--- src/rtl/ahld_pkg.sv ---
// shared types and constants for the axis homing and limited drive block
// no dependencies
`default_nettype none

package ahld_pkg;

    localparam int CMD_W      = 16;
    localparam int POS_W      = 16;
    localparam int SPEED_W    = 13;
    localparam int COUNT_W    = 15;
    localparam int COMPARE_W  = 16;
    localparam int CFG_IDX_W  = 3;
    localparam int CFG_DATA_W = 15;

    // pwm compare multiplier, valid range 1..8 keeps the compare in 16 bits
    localparam logic [3:0] COMPARE_SCALE = 4'd5;

    localparam logic [SPEED_W-1:0] DRIVE_LIMIT_RESET      = 13'd8000;
    localparam logic [SPEED_W-1:0] HOMING_SPEED_RESET     = 13'd3000;
    localparam logic [COUNT_W-1:0] OVERSHOOT_COUNTS_RESET = 15'd50;
    localparam logic [COUNT_W-1:0] BACKOFF_COUNTS_RESET   = 15'd300;

    typedef enum logic [1:0] {
        PH_JOG       = 2'd0,
        PH_OVERSHOOT = 2'd1,
        PH_RETURN    = 2'd2,
        PH_BACKOFF   = 2'd3
    } phase_t;

    typedef enum logic [CFG_IDX_W-1:0] {
        REG_DRIVE_LIMIT      = 3'd0,
        REG_HOMING_SPEED     = 3'd1,
        REG_OVERSHOOT_COUNTS = 3'd2,
        REG_BACKOFF_COUNTS   = 3'd3
    } cfg_reg_t;

endpackage

`default_nettype wire

--- src/rtl/axis_homing_and_limited_drive_top.sv ---
// axis homing sequencer and limited drive stage, top level
// depends on ahld_pkg
`default_nettype none

// path from input request to result: input register, then result register
// throughput: one request per cycle; the result register holds the drive state,
// so a new request moves forward whenever the result is free or being taken
// reset: asynchronous active low, clears homing, blocks, holds and both valids,
// and loads the configuration registers with their default values
module axis_homing_and_limited_drive_top (
    input  wire logic                             clk,
    input  wire logic                             rst_n,
    // input channel
    input  wire logic                             in_valid,
    output logic                                  in_stall,
    input  wire logic signed [ahld_pkg::CMD_W-1:0] motor_command,
    input  wire logic                             drive_enable,
    input  wire logic                             home_sensor,
    input  wire logic                             pos_limit_sensor,
    input  wire logic                             neg_limit_sensor,
    input  wire logic signed [ahld_pkg::POS_W-1:0] position,
    input  wire logic                             home_request,
    // result channel
    output logic                                  out_valid,
    input  wire logic                             out_stall,
    output logic                                  direction_forward,
    output logic [ahld_pkg::COMPARE_W-1:0]        compare_value,
    output logic                                  zero_position,
    output logic                                  homing_busy,
    output logic                                  homing_finished,
    output logic                                  pos_blocked,
    output logic                                  neg_blocked,
    // configuration write channel
    input  wire logic                             cfg_valid,
    output logic                                  cfg_ready,
    input  wire logic [ahld_pkg::CFG_IDX_W-1:0]   cfg_index,
    input  wire logic [ahld_pkg::CFG_DATA_W-1:0]  cfg_data
);
    import ahld_pkg::*;

    // configuration registers
    logic [SPEED_W-1:0] drive_limit_reg;
    logic [SPEED_W-1:0] homing_speed_reg;
    logic [COUNT_W-1:0] overshoot_counts_reg;
    logic [COUNT_W-1:0] backoff_counts_reg;

    // input register
    logic                     in_valid_reg;
    logic signed [CMD_W-1:0]  cmd_reg;
    logic                     enable_reg;
    logic                     home_reg;
    logic                     plim_reg;
    logic                     nlim_reg;
    logic signed [POS_W-1:0]  pos_reg;
    logic                     req_reg;

    // block state; these registers are also the result payload
    logic                 out_valid_reg;
    logic                 homing_active_reg;
    phase_t               phase_reg;
    logic                 pos_block_reg;
    logic                 neg_block_reg;
    logic [COMPARE_W-1:0] compare_hold_reg;
    logic                 direction_hold_reg;
    logic                 zero_reg;
    logic                 finished_reg;

    logic                 homing_active_next;
    phase_t               phase_next;
    logic                 pos_block_next;
    logic                 neg_block_next;
    logic [COMPARE_W-1:0] compare_hold_next;
    logic                 direction_hold_next;
    logic                 zero_next;
    logic                 finished_next;

    logic   advance;      // request in the input register moves to the result
    logic   active_start; // homing active at the start of this tick
    phase_t phase_start;

    logic signed [CMD_W:0]   cmd_eff;   // one extra bit holds -speed and -limit
    logic signed [CMD_W:0]   lim_s;
    logic signed [CMD_W:0]   abs_cmd;
    logic [SPEED_W-1:0]      mag;
    logic [SPEED_W+3:0]      product;
    logic signed [POS_W:0]   pos_ext;
    logic signed [POS_W:0]   overshoot_s;
    logic signed [POS_W:0]   backoff_neg_s;
    logic signed [CMD_W:0]   speed_s;

    assign cfg_ready = 1'b1;

    // handshake: result register frees when empty or taken this cycle
    assign advance  = in_valid_reg && (!out_valid_reg || !out_stall);
    assign in_stall = in_valid_reg && !advance;

    always_ff @(posedge clk or negedge rst_n)
    begin
        if (!rst_n)
        begin
            drive_limit_reg      <= DRIVE_LIMIT_RESET;
            homing_speed_reg     <= HOMING_SPEED_RESET;
            overshoot_counts_reg <= OVERSHOOT_COUNTS_RESET;
            backoff_counts_reg   <= BACKOFF_COUNTS_RESET;
        end
        else if (cfg_valid && cfg_ready)
        begin
            case (cfg_index)
                REG_DRIVE_LIMIT:      drive_limit_reg      <= cfg_data[SPEED_W-1:0];
                REG_HOMING_SPEED:     homing_speed_reg     <= cfg_data[SPEED_W-1:0];
                REG_OVERSHOOT_COUNTS: overshoot_counts_reg <= cfg_data[COUNT_W-1:0];
                REG_BACKOFF_COUNTS:   backoff_counts_reg   <= cfg_data[COUNT_W-1:0];
                default: ;
            endcase
        end
    end

    // input register, loads whenever it is empty or draining
    always_ff @(posedge clk or negedge rst_n)
    begin
        if (!rst_n)
        begin
            in_valid_reg <= 1'b0;
        end
        else if (!in_stall)
        begin
            in_valid_reg <= in_valid;
        end
    end

    always_ff @(posedge clk)
    begin
        if (in_valid && !in_stall)
        begin
            cmd_reg    <= motor_command;
            enable_reg <= drive_enable;
            home_reg   <= home_sensor;
            plim_reg   <= pos_limit_sensor;
            nlim_reg   <= neg_limit_sensor;
            pos_reg    <= position;
            req_reg    <= home_request;
        end
    end

    // a homing request while idle starts at the jog phase, evaluated this same tick
    assign active_start = homing_active_reg || req_reg;
    assign phase_start  = (req_reg && !homing_active_reg) ? PH_JOG : phase_reg;

    assign pos_ext       = {pos_reg[POS_W-1], pos_reg};
    assign overshoot_s   = {2'b00, overshoot_counts_reg};
    assign backoff_neg_s = -$signed({2'b00, backoff_counts_reg});
    assign speed_s       = {{(CMD_W+1-SPEED_W){1'b0}}, homing_speed_reg};

    // homing sequencer: next phase and activity
    always_comb
    begin
        homing_active_next = active_start;
        phase_next         = phase_start;
        if (active_start)
        begin
            case (phase_start)
                PH_JOG:
                begin
                    if (home_reg)
                        phase_next = PH_OVERSHOOT;
                    else if (plim_reg)
                        phase_next = PH_BACKOFF;
                end
                PH_OVERSHOOT:
                begin
                    if (pos_ext >= overshoot_s)
                        phase_next = PH_RETURN;
                end
                PH_RETURN:
                begin
                    if (home_reg)
                    begin
                        homing_active_next = 1'b0;
                        phase_next         = PH_JOG;
                    end
                end
                PH_BACKOFF:
                begin
                    if (pos_ext <= backoff_neg_s)
                        phase_next = PH_RETURN;
                end
                default: ;
            endcase
        end
    end

    // homing sequencer: command override and pulses
    always_comb
    begin
        cmd_eff       = {cmd_reg[CMD_W-1], cmd_reg};
        zero_next     = 1'b0;
        finished_next = 1'b0;
        if (active_start)
        begin
            case (phase_start)
                PH_JOG:
                begin
                    cmd_eff   = speed_s;
                    zero_next = home_reg || plim_reg;
                end
                PH_OVERSHOOT:
                begin
                    cmd_eff = speed_s;
                end
                PH_RETURN:
                begin
                    // finishing tick drives a zero command
                    if (home_reg)
                    begin
                        cmd_eff       = '0;
                        zero_next     = 1'b1;
                        finished_next = 1'b1;
                    end
                    else
                    begin
                        cmd_eff = -speed_s;
                    end
                end
                PH_BACKOFF:
                begin
                    cmd_eff = -speed_s;
                end
                default: ;
            endcase
        end
    end

    // drive stage: clamp magnitude, latch direction blocks
    assign lim_s   = {{(CMD_W+1-SPEED_W){1'b0}}, drive_limit_reg};
    assign abs_cmd = cmd_eff[CMD_W] ? -cmd_eff : cmd_eff;

    always_comb
    begin
        direction_hold_next = direction_hold_reg;
        pos_block_next      = pos_block_reg;
        neg_block_next      = neg_block_reg;
        compare_hold_next   = compare_hold_reg;
        mag                 = '0;
        product             = '0;
        if (enable_reg)
        begin
            // zero command counts as forward
            if (!cmd_eff[CMD_W])
            begin
                direction_hold_next = 1'b1;
                neg_block_next      = 1'b0;
                if (plim_reg || pos_block_reg)
                    pos_block_next = 1'b1;
            end
            else
            begin
                direction_hold_next = 1'b0;
                pos_block_next      = 1'b0;
                if (nlim_reg || neg_block_reg)
                    neg_block_next = 1'b1;
            end
            if ((!cmd_eff[CMD_W] && (plim_reg || pos_block_reg))
                || (cmd_eff[CMD_W] && (nlim_reg || neg_block_reg)))
                mag = '0;
            else if (abs_cmd > lim_s)
                mag = drive_limit_reg;
            else
                mag = abs_cmd[SPEED_W-1:0];
            product           = {4'b0000, mag} * {{SPEED_W{1'b0}}, COMPARE_SCALE};
            compare_hold_next = product[COMPARE_W-1:0];
        end
    end

    // result register and block state commit together
    always_ff @(posedge clk or negedge rst_n)
    begin
        if (!rst_n)
        begin
            out_valid_reg      <= 1'b0;
            homing_active_reg  <= 1'b0;
            phase_reg          <= PH_JOG;
            pos_block_reg      <= 1'b0;
            neg_block_reg      <= 1'b0;
            compare_hold_reg   <= '0;
            direction_hold_reg <= 1'b0;
            zero_reg           <= 1'b0;
            finished_reg       <= 1'b0;
        end
        else
        begin
            if (advance)
            begin
                out_valid_reg      <= 1'b1;
                homing_active_reg  <= homing_active_next;
                phase_reg          <= phase_next;
                pos_block_reg      <= pos_block_next;
                neg_block_reg      <= neg_block_next;
                compare_hold_reg   <= compare_hold_next;
                direction_hold_reg <= direction_hold_next;
                zero_reg           <= zero_next;
                finished_reg       <= finished_next;
            end
            else if (!out_stall)
            begin
                out_valid_reg <= 1'b0;
            end
        end
    end

    assign out_valid         = out_valid_reg;
    assign direction_forward = direction_hold_reg;
    assign compare_value     = compare_hold_reg;
    assign zero_position     = zero_reg;
    assign homing_busy       = homing_active_reg;
    assign homing_finished   = finished_reg;
    assign pos_blocked       = pos_block_reg;
    assign neg_blocked       = neg_block_reg;

endmodule

`default_nettype wire

--- config.mk ---
export PLATFORM = sky130hd
export DESIGN_NAME = axis_homing_and_limited_drive_top
export DESIGN_NICKNAME = d
export VERILOG_FILES = /design/src/rtl/ahld_pkg.sv /design/src/rtl/axis_homing_and_limited_drive_top.sv
export SDC_FILE = /design/constraint.sdc
export NUM_CORES = 1
export LEC_CHECK = 0
export BUFFER_PORTS_ARGS = -buffer_cell sky130_fd_sc_hd__buf_2
export CAP_MARGIN = 20
export CORE_MARGIN = 1.5
export CORE_UTILIZATION = 59
export CTS_CLUSTER_SIZE = 25
export DETAILED_ROUTE_END_ITERATION = 6
export GPL_TIMING_DRIVEN = 0
export MAX_ROUTING_LAYER = met4
export PLACE_DENSITY = 0.92
export SETUP_SLACK_MARGIN = 0.05
export SYNTH_ARGS = -nofsm -noshare
export SYNTH_HDL_FRONTEND = slang
export SYNTH_SLANG_ARGS = --single-unit
export TNS_END_PERCENT = 10
--- constraint.sdc ---
create_clock -name clk -period 8.5 [get_ports clk]
set_input_delay 0 -clock clk [delete_from_list [all_inputs] [get_ports clk]]
set_output_delay 0 -clock clk [all_outputs]
set_load 0.01 [all_outputs]
* Word level (Yosys, flattened, before mapping)
Index checks and enable logic that the tools add are counted.
** Storage, ports and cells
- Bits in registers :: 119
- Latch bits :: 0
- RAM bits :: 0
- ROM bits :: 0
- Bits of input ports :: 60
- Output and inout port bits :: 25
- Logic and storage cells :: 95
- Memories :: 0
** Operators by class
- Add/sub/neg operators :: 3
- Multiply operators :: 1
- Div/mod/pow operators :: 0
- Magnitude comparators :: 3
- Equality and inequality tests :: 8
- Shift operators :: 0
- Multiplexer cells :: 30
- Bitwise logic cells :: 0
- Reduce and logical (&&, ||, !) cells :: 29
** Operator list (count)
- two-way mux 17 bit :: 3
- one-hot mux 17 bit (3 select lines) :: 1
- two-way mux 13 bit :: 3
- > comparator 17 x 14 -> 1 bit :: 1
- <= comparator 16 x 17 -> 1 bit :: 1
- negation 13 -> 17 bit :: 1
- negation 15 -> 17 bit :: 1
- negation 17 bit :: 1
- greater-or-equal comparator 16 bit :: 1
- multiplier 13 x 3 -> 16 bit, second input constant :: 1
- two-way mux 1 bit :: 14
- two-way mux 2 bit :: 7
- AND reduction 2 bit :: 5
- one-hot mux 2 bit (4 select lines) :: 1
- equality test 3 x 2 -> 1 bit, second input constant :: 2
- logical AND 1 bit :: 6
- zero test 1 bit :: 6
- logical OR 1 bit :: 6
- AND reduction 3 bit :: 2
- equality test 2 bit, second input constant :: 2
- inequality test 2 x 1 -> 1 bit, second input constant :: 2
- equality test 3 x 1 -> 1 bit, second input constant :: 1
- zero test 3 bit :: 1
- equality test 2 x 1 -> 1 bit, second input constant :: 1
- other kinds (4) :: 4

* Logic depth before layout (Yosys ltp)
- Word-level depth :: 14
- Depth in mapped cells :: 34
- Depth with buffers taken out :: 33

* Worst setup path before layout
OpenSTA, ideal clock, no wires.
- Path type :: register to register
- Start :: reg homing_speed_reg[0]
- End :: reg compare_hold_reg[15] (netlist: compare_value[15])
- Library setup time :: 135 ps
- Arrival :: 6209 ps
- Data required time :: 8365 ps
- Path slack :: 2156 ps
- Cell stages (with the launch flop) :: 34
- Buffers on the path :: 1
- Clock period less this slack :: 6344 ps
- Path through :: dfrtp_1 inv_1 ha_1 or3b_1 and3_1 a221oi_2 and4b_4 and3_4 a31o_2 nand2_1 xor2_1 ha_1 a21o_1 a21o_1 a21oi_1 o211ai_1 a21oi_1 o221ai_2 buf_4 mux2i_1 nor2_1 ha_1 ha_1 fa_1 a21o_1 a21oi_1 o21bai_1 a21oi_1 o21ai_0 a21oi_1 o21bai_1 a21o_1 a21oi_1 o41ai_1
** Between the ends
- Cells in the longest elaborated chain, start to end :: 11
- Elaborated cells on any way between the ends :: 15
- Those cells by class :: 2 x add/sub; 1 x mul; 1 x order compare; 7 x mux; 4 x reduce/logical
** Ends and longest elaborated chain
- from (decl) :: RTL line axis_homing_and_limited_drive_top.sv:43 : logic [SPEED_W-1:0] homing_speed_reg;
- from (signal assigned) :: RTL line axis_homing_and_limited_drive_top.sv:110 : REG_HOMING_SPEED: homing_speed_reg <= cfg_data[SPEED_W-1:0];
- negation 13 -> 17 bit :: RTL line axis_homing_and_limited_drive_top.sv:221, axis_homing_and_limited_drive_top.sv:226
- two-way mux 17 bit :: RTL line axis_homing_and_limited_drive_top.sv:213 : if (home_reg)
- one-hot mux 17 bit (3 select lines) (*) :: RTL line axis_homing_and_limited_drive_top.sv:200 : case (phase_start)
- two-way mux 17 bit (*) :: RTL line axis_homing_and_limited_drive_top.sv:198 : if (active_start)
- negation 17 bit :: RTL line axis_homing_and_limited_drive_top.sv:235 : assign abs_cmd = cmd_eff[CMD_W] ? -cmd_eff : cmd_eff;
- two-way mux 17 bit :: RTL line axis_homing_and_limited_drive_top.sv:235
- > comparator 17 x 14 -> 1 bit :: RTL line axis_homing_and_limited_drive_top.sv:265 : else if (abs_cmd > lim_s)
- two-way mux 13 bit :: RTL line axis_homing_and_limited_drive_top.sv:265
- two-way mux 13 bit (*) :: RTL line axis_homing_and_limited_drive_top.sv:262 : if ((!cmd_eff[CMD_W] && (plim_reg || pos_block_reg))
- two-way mux 13 bit (*) :: RTL line axis_homing_and_limited_drive_top.sv:245 : if (enable_reg)
- multiplier 13 x 3 -> 16 bit (*) :: RTL line axis_homing_and_limited_drive_top.sv:269 : product = {4'b0000, mag} * {{SPEED_W{1'b0}}, COMPARE_SCALE};
- to (signal assigned) :: RTL line axis_homing_and_limited_drive_top.sv:298 : compare_hold_reg <= compare_hold_next;
- to (decl) :: RTL line axis_homing_and_limited_drive_top.sv:63 : logic [COMPARE_W-1:0] compare_hold_reg;
Every way passes the cells marked *; elsewhere a longest branch is shown, timed or not. The select of a mux whose other input is x is not followed.
A chain may end at the register's enable or synchronous reset.

* Worst setup path after layout
- Start :: reg homing_speed_reg[1]
- End :: reg compare_hold_reg[15] (netlist: compare_value[15])
The elaborated chain is that of the path after synthesis.

==> results.sh <==
export IMPL_num_rows=40
export IMPL_antenna_found_initial=0
export IMPL_drt_iter0_drc=787
export IMPL_fin_setup_tns_ps=0
export IMPL_fp_dieArea_sq_mm=0.01312
export IMPL_nets=1021
export IMPL_seq_area_frac_synth=0.4344
export IMPL_reg2reg_depth=33
export IMPL_ys_top_cells_by_area="dfrtp_1 21%, edfxtp_1 15%, ha_1 11%"
export IMPL_place_port_buffers=83
export IMPL_top_usage_layer="met2"
export IMPL_instances_no_fill=1075
export IMPL_drc=42
export IMPL_die_y_um=114.5
export IMPL_worstPathRequired_ps=8790
export IMPL_clk_path_buf_depth=2
export IMPL_max_stage_delay_ps=420
export IMPL_place_area_sq_mm=0.007995
export IMPL_synth_top_area_frac=0.2114
export IMPL_cp_max_fo=10
export IMPL_dp_final_hpwl_um=13090
export IMPL_cts_tree="yes"
export IMPL_postLayoutCellArea_sq_mm=0.009163
export IMPL_cts_made_buffers=17
export IMPL_yosys_warnings=0
export IMPL_grt_use_met1=0.4099
export IMPL_rsz0062_at_grt="false"
export IMPL_finalPower_mw=3.279
export IMPL_mostFrequentLayoutCells="85 x buf_2, 81 x nand2_1, 66 x ha_1, 62 x dfrtp_1, 57 x dlygate4sd3_1"
export IMPL_critPathKind="reg -> reg"
export IMPL_cp_arrival_ps=7920
export IMPL_diodes=0
export IMPL_final_setup_viol_count=0
export IMPL_synthCells=734
export IMPL_cp_end_kind="register"
export IMPL_cts_num_sinks=119
export IMPL_start_kind="register"
export IMPL_clock_latency_ps=440
export IMPL_syn_avg_cell_area_sq_um=9.998
export IMPL_status="finished with violations"
export IMPL_violations="design-rule violations"
export IMPL_grt_start_max_net_pins=69
export IMPL_preCtsSetupSlack_ps=1186
export IMPL_grt_use_met3=0.09952
export IMPL_cap_violations=0
export IMPL_ctsResizeCount=0
export IMPL_cts_setup_buffers=0
export IMPL_grt_usage=0.3610
export IMPL_reg2reg_from="homing_speed_reg[1]"
export IMPL_finalCriticalPeriod_ps=7631
export IMPL_hold_class="in -> reg"
export IMPL_wirelength_um=21550
export IMPL_ys_ff_latch=119
export IMPL_holdCritStartpoint="cfg_index[0]"
export IMPL_path_buf_inv=2
export IMPL_overflow=0
export IMPL_maxSlewViolCount=0
export IMPL_vias=6755
export IMPL_place_gp_congestion=0.9324
export IMPL_cts_root_buffer="clkbuf_16"
export IMPL_fp_dieW_um=114.5
export IMPL_synth_distinct_cells=71
export IMPL_placed_cells=986
export IMPL_max_slew_margin=0.2774
export IMPL_fin_ws_ps=868.6
export IMPL_tightestPinTransition_ps=1082
export IMPL_timing_final_crit_share=0.8978
export IMPL_first_pass_iters=7
export IMPL_wl_per_cell_um=20.04
export IMPL_fin_worst_skew_ps=13.30
export IMPL_crit_family="compound AO/OA/AOI/OAI gates"
export IMPL_clkTransAtPathRegs_ps=60
export IMPL_htreeDepth=4
export IMPL_via_per_inst=6.284
export IMPL_p_per_area_mw_per_mm2=357.8
export IMPL_yosys_most_used_dff="dfrtp_1"
export IMPL_start_util=0.6084
export IMPL_detail_route_antenna_nets=0
export IMPL_worst_hold_path_endpoint="drive_limit_reg[12]"
export IMPL_synth_fp_nets=861
export IMPL_grt_pass1_wl_um=34670
export IMPL_final_util=0.7596
export IMPL_pin_count=85
export IMPL_async_flop_share=0.6891
export IMPL_r2r_setup_slack_ps=870
export IMPL_r2r_end="compare_value[15]"
export IMPL_hold_violations=0
export IMPL_core_area_sq_mm=0.01206
export IMPL_whs_path_depth=4
export IMPL_yosysTopAreaCell="dfrtp_1"
export IMPL_grt_pass1_vias=6765
export IMPL_power_leakage_nw=4.204
export IMPL_synth_edf_count=37
export IMPL_max_freq_mhz=131.0
export IMPL_critPathSlowestCell="fa_1"
export IMPL_drive_gt1_frac=0.2029
export IMPL_grtUsageMet2=0.5669
export IMPL_ir_worst_vdd_v=0.0001895
export IMPL_syn_cell_area_sq_mm=0.007338
export IMPL_holdWs_ps=28.94
export IMPL_final_common_cell="buf_2"
export IMPL_layout_area_overhead_vs_synth_pct=24.86
export IMPL_critPathMostFrequentCell="a21oi_1"
==> layout make-up <==
type / instances / area [sq um]
clock buffers: 25 / 506.7
multi-input cells: 550 / 3877
plain buffers: 25 / 123.9
clock inverters: 7 / 90.09
repair buffers: 141 / 1016
fillers: 709 / 2899
flip-flops and latches: 119 / 3188
well taps: 168 / 210.2
inverters: 40 / 150.1
==> routing by layer <==
metal / part of all wire / vias to the layer above / wire length (um)
met5: 0 / - / 0
met4: 0.072 / 0 / 1559
met3: 0.099 / 154 / 2124
met2: 0.47 / 464 / 10130
met1: 0.36 / 3143 / 7731
li1: - / 2994 / -
==> Yosys cell counts, types with 3 or more instances <==
master	instances
nand2_1	81
ha_1	66
dfrtp_1	62
o21ai_0	53
nor2_1	52
inv_1	40
edfxtp_1	37
a21oi_1	33
mux2_2	28
a21o_1	24
xnor2_1	23
dfstp_2	20
nor3_1	19
clkbuf_1	16
xor2_1	16
a211oi_1	13
nand3_1	12
mux2i_1	11
nand4_1	11
a31oi_1	8
nand2b_1	7
or3_1	7
nor2b_1	6
a22oi_1	5
and3_1	5
nor4_1	5
and2_1	4
a311oi_1	3
buf_2	3
buf_4	3
o211ai_1	3
o21a_1	3
o21bai_1	3
or2_2	3
==> worst register-to-register path, delay by kind of cell, from the launching register on <==
family,cells,cell delay [ps]
compound gates,18,3450
xor+xnor,1,240
fa+ha+maj,5,1570
buf+inv,2,320
flops,1,410
mux,1,250
simple gates,6,1260
==> power breakdown <==
group / total, mW / switching (mW) / leakage (nW) / internal [mW]
registers: 0.830 / 0.103 / 1.33 / 0.727
logic: 1.72 / 1.01 / 2.58 / 0.708
clock network: 0.732 / 0.262 / 0.290 / 0.470
total: 3.28 / 1.37 / 4.20 / 1.90
==> logic make-up (layout without fill, tap and decap cells) <==
logic type | after synthesis | in the layout | share of synthesized area
AND/OR/NAND/NOR | 230 | 230 | 0.1535
AO/OA/AOI/OAI | 174 | 174 | 0.1545
flip-flops | 119 | 119 | 0.4344
adder cells (fa/ha/maj) | 67 | 67 | 0.1153
buffers and inverters | 65 | 238 | 0.03734
XOR/XNOR | 39 | 39 | 0.04655
multiplexers | 39 | 39 | 0.05797
other | 1 | 1 | 0.0005110
==> worst max-delay path by stage <==
stage	cells past startpoint	endpoint	slack (ps)	start
global route	33	compare_value[15]	460	homing_speed_reg[0]
CTS	33	compare_value[15]	1100	homing_speed_reg[1]
finish	33	compare_value[15]	870	homing_speed_reg[1]
global placement	33	compare_value[15]	1290	homing_speed_reg[1]
floorplan	33	compare_value[15]	2160	homing_speed_reg[0]
detailed placement	33	compare_value[15]	1190	homing_speed_reg[1]
==> timing repair <==
action / CTS / global route
hold endpoints to repair: 161 / 0
hold buffers: 57 / 0
setup endpoints to repair: 0 / 0
Power figures use the tool's default switching activity.
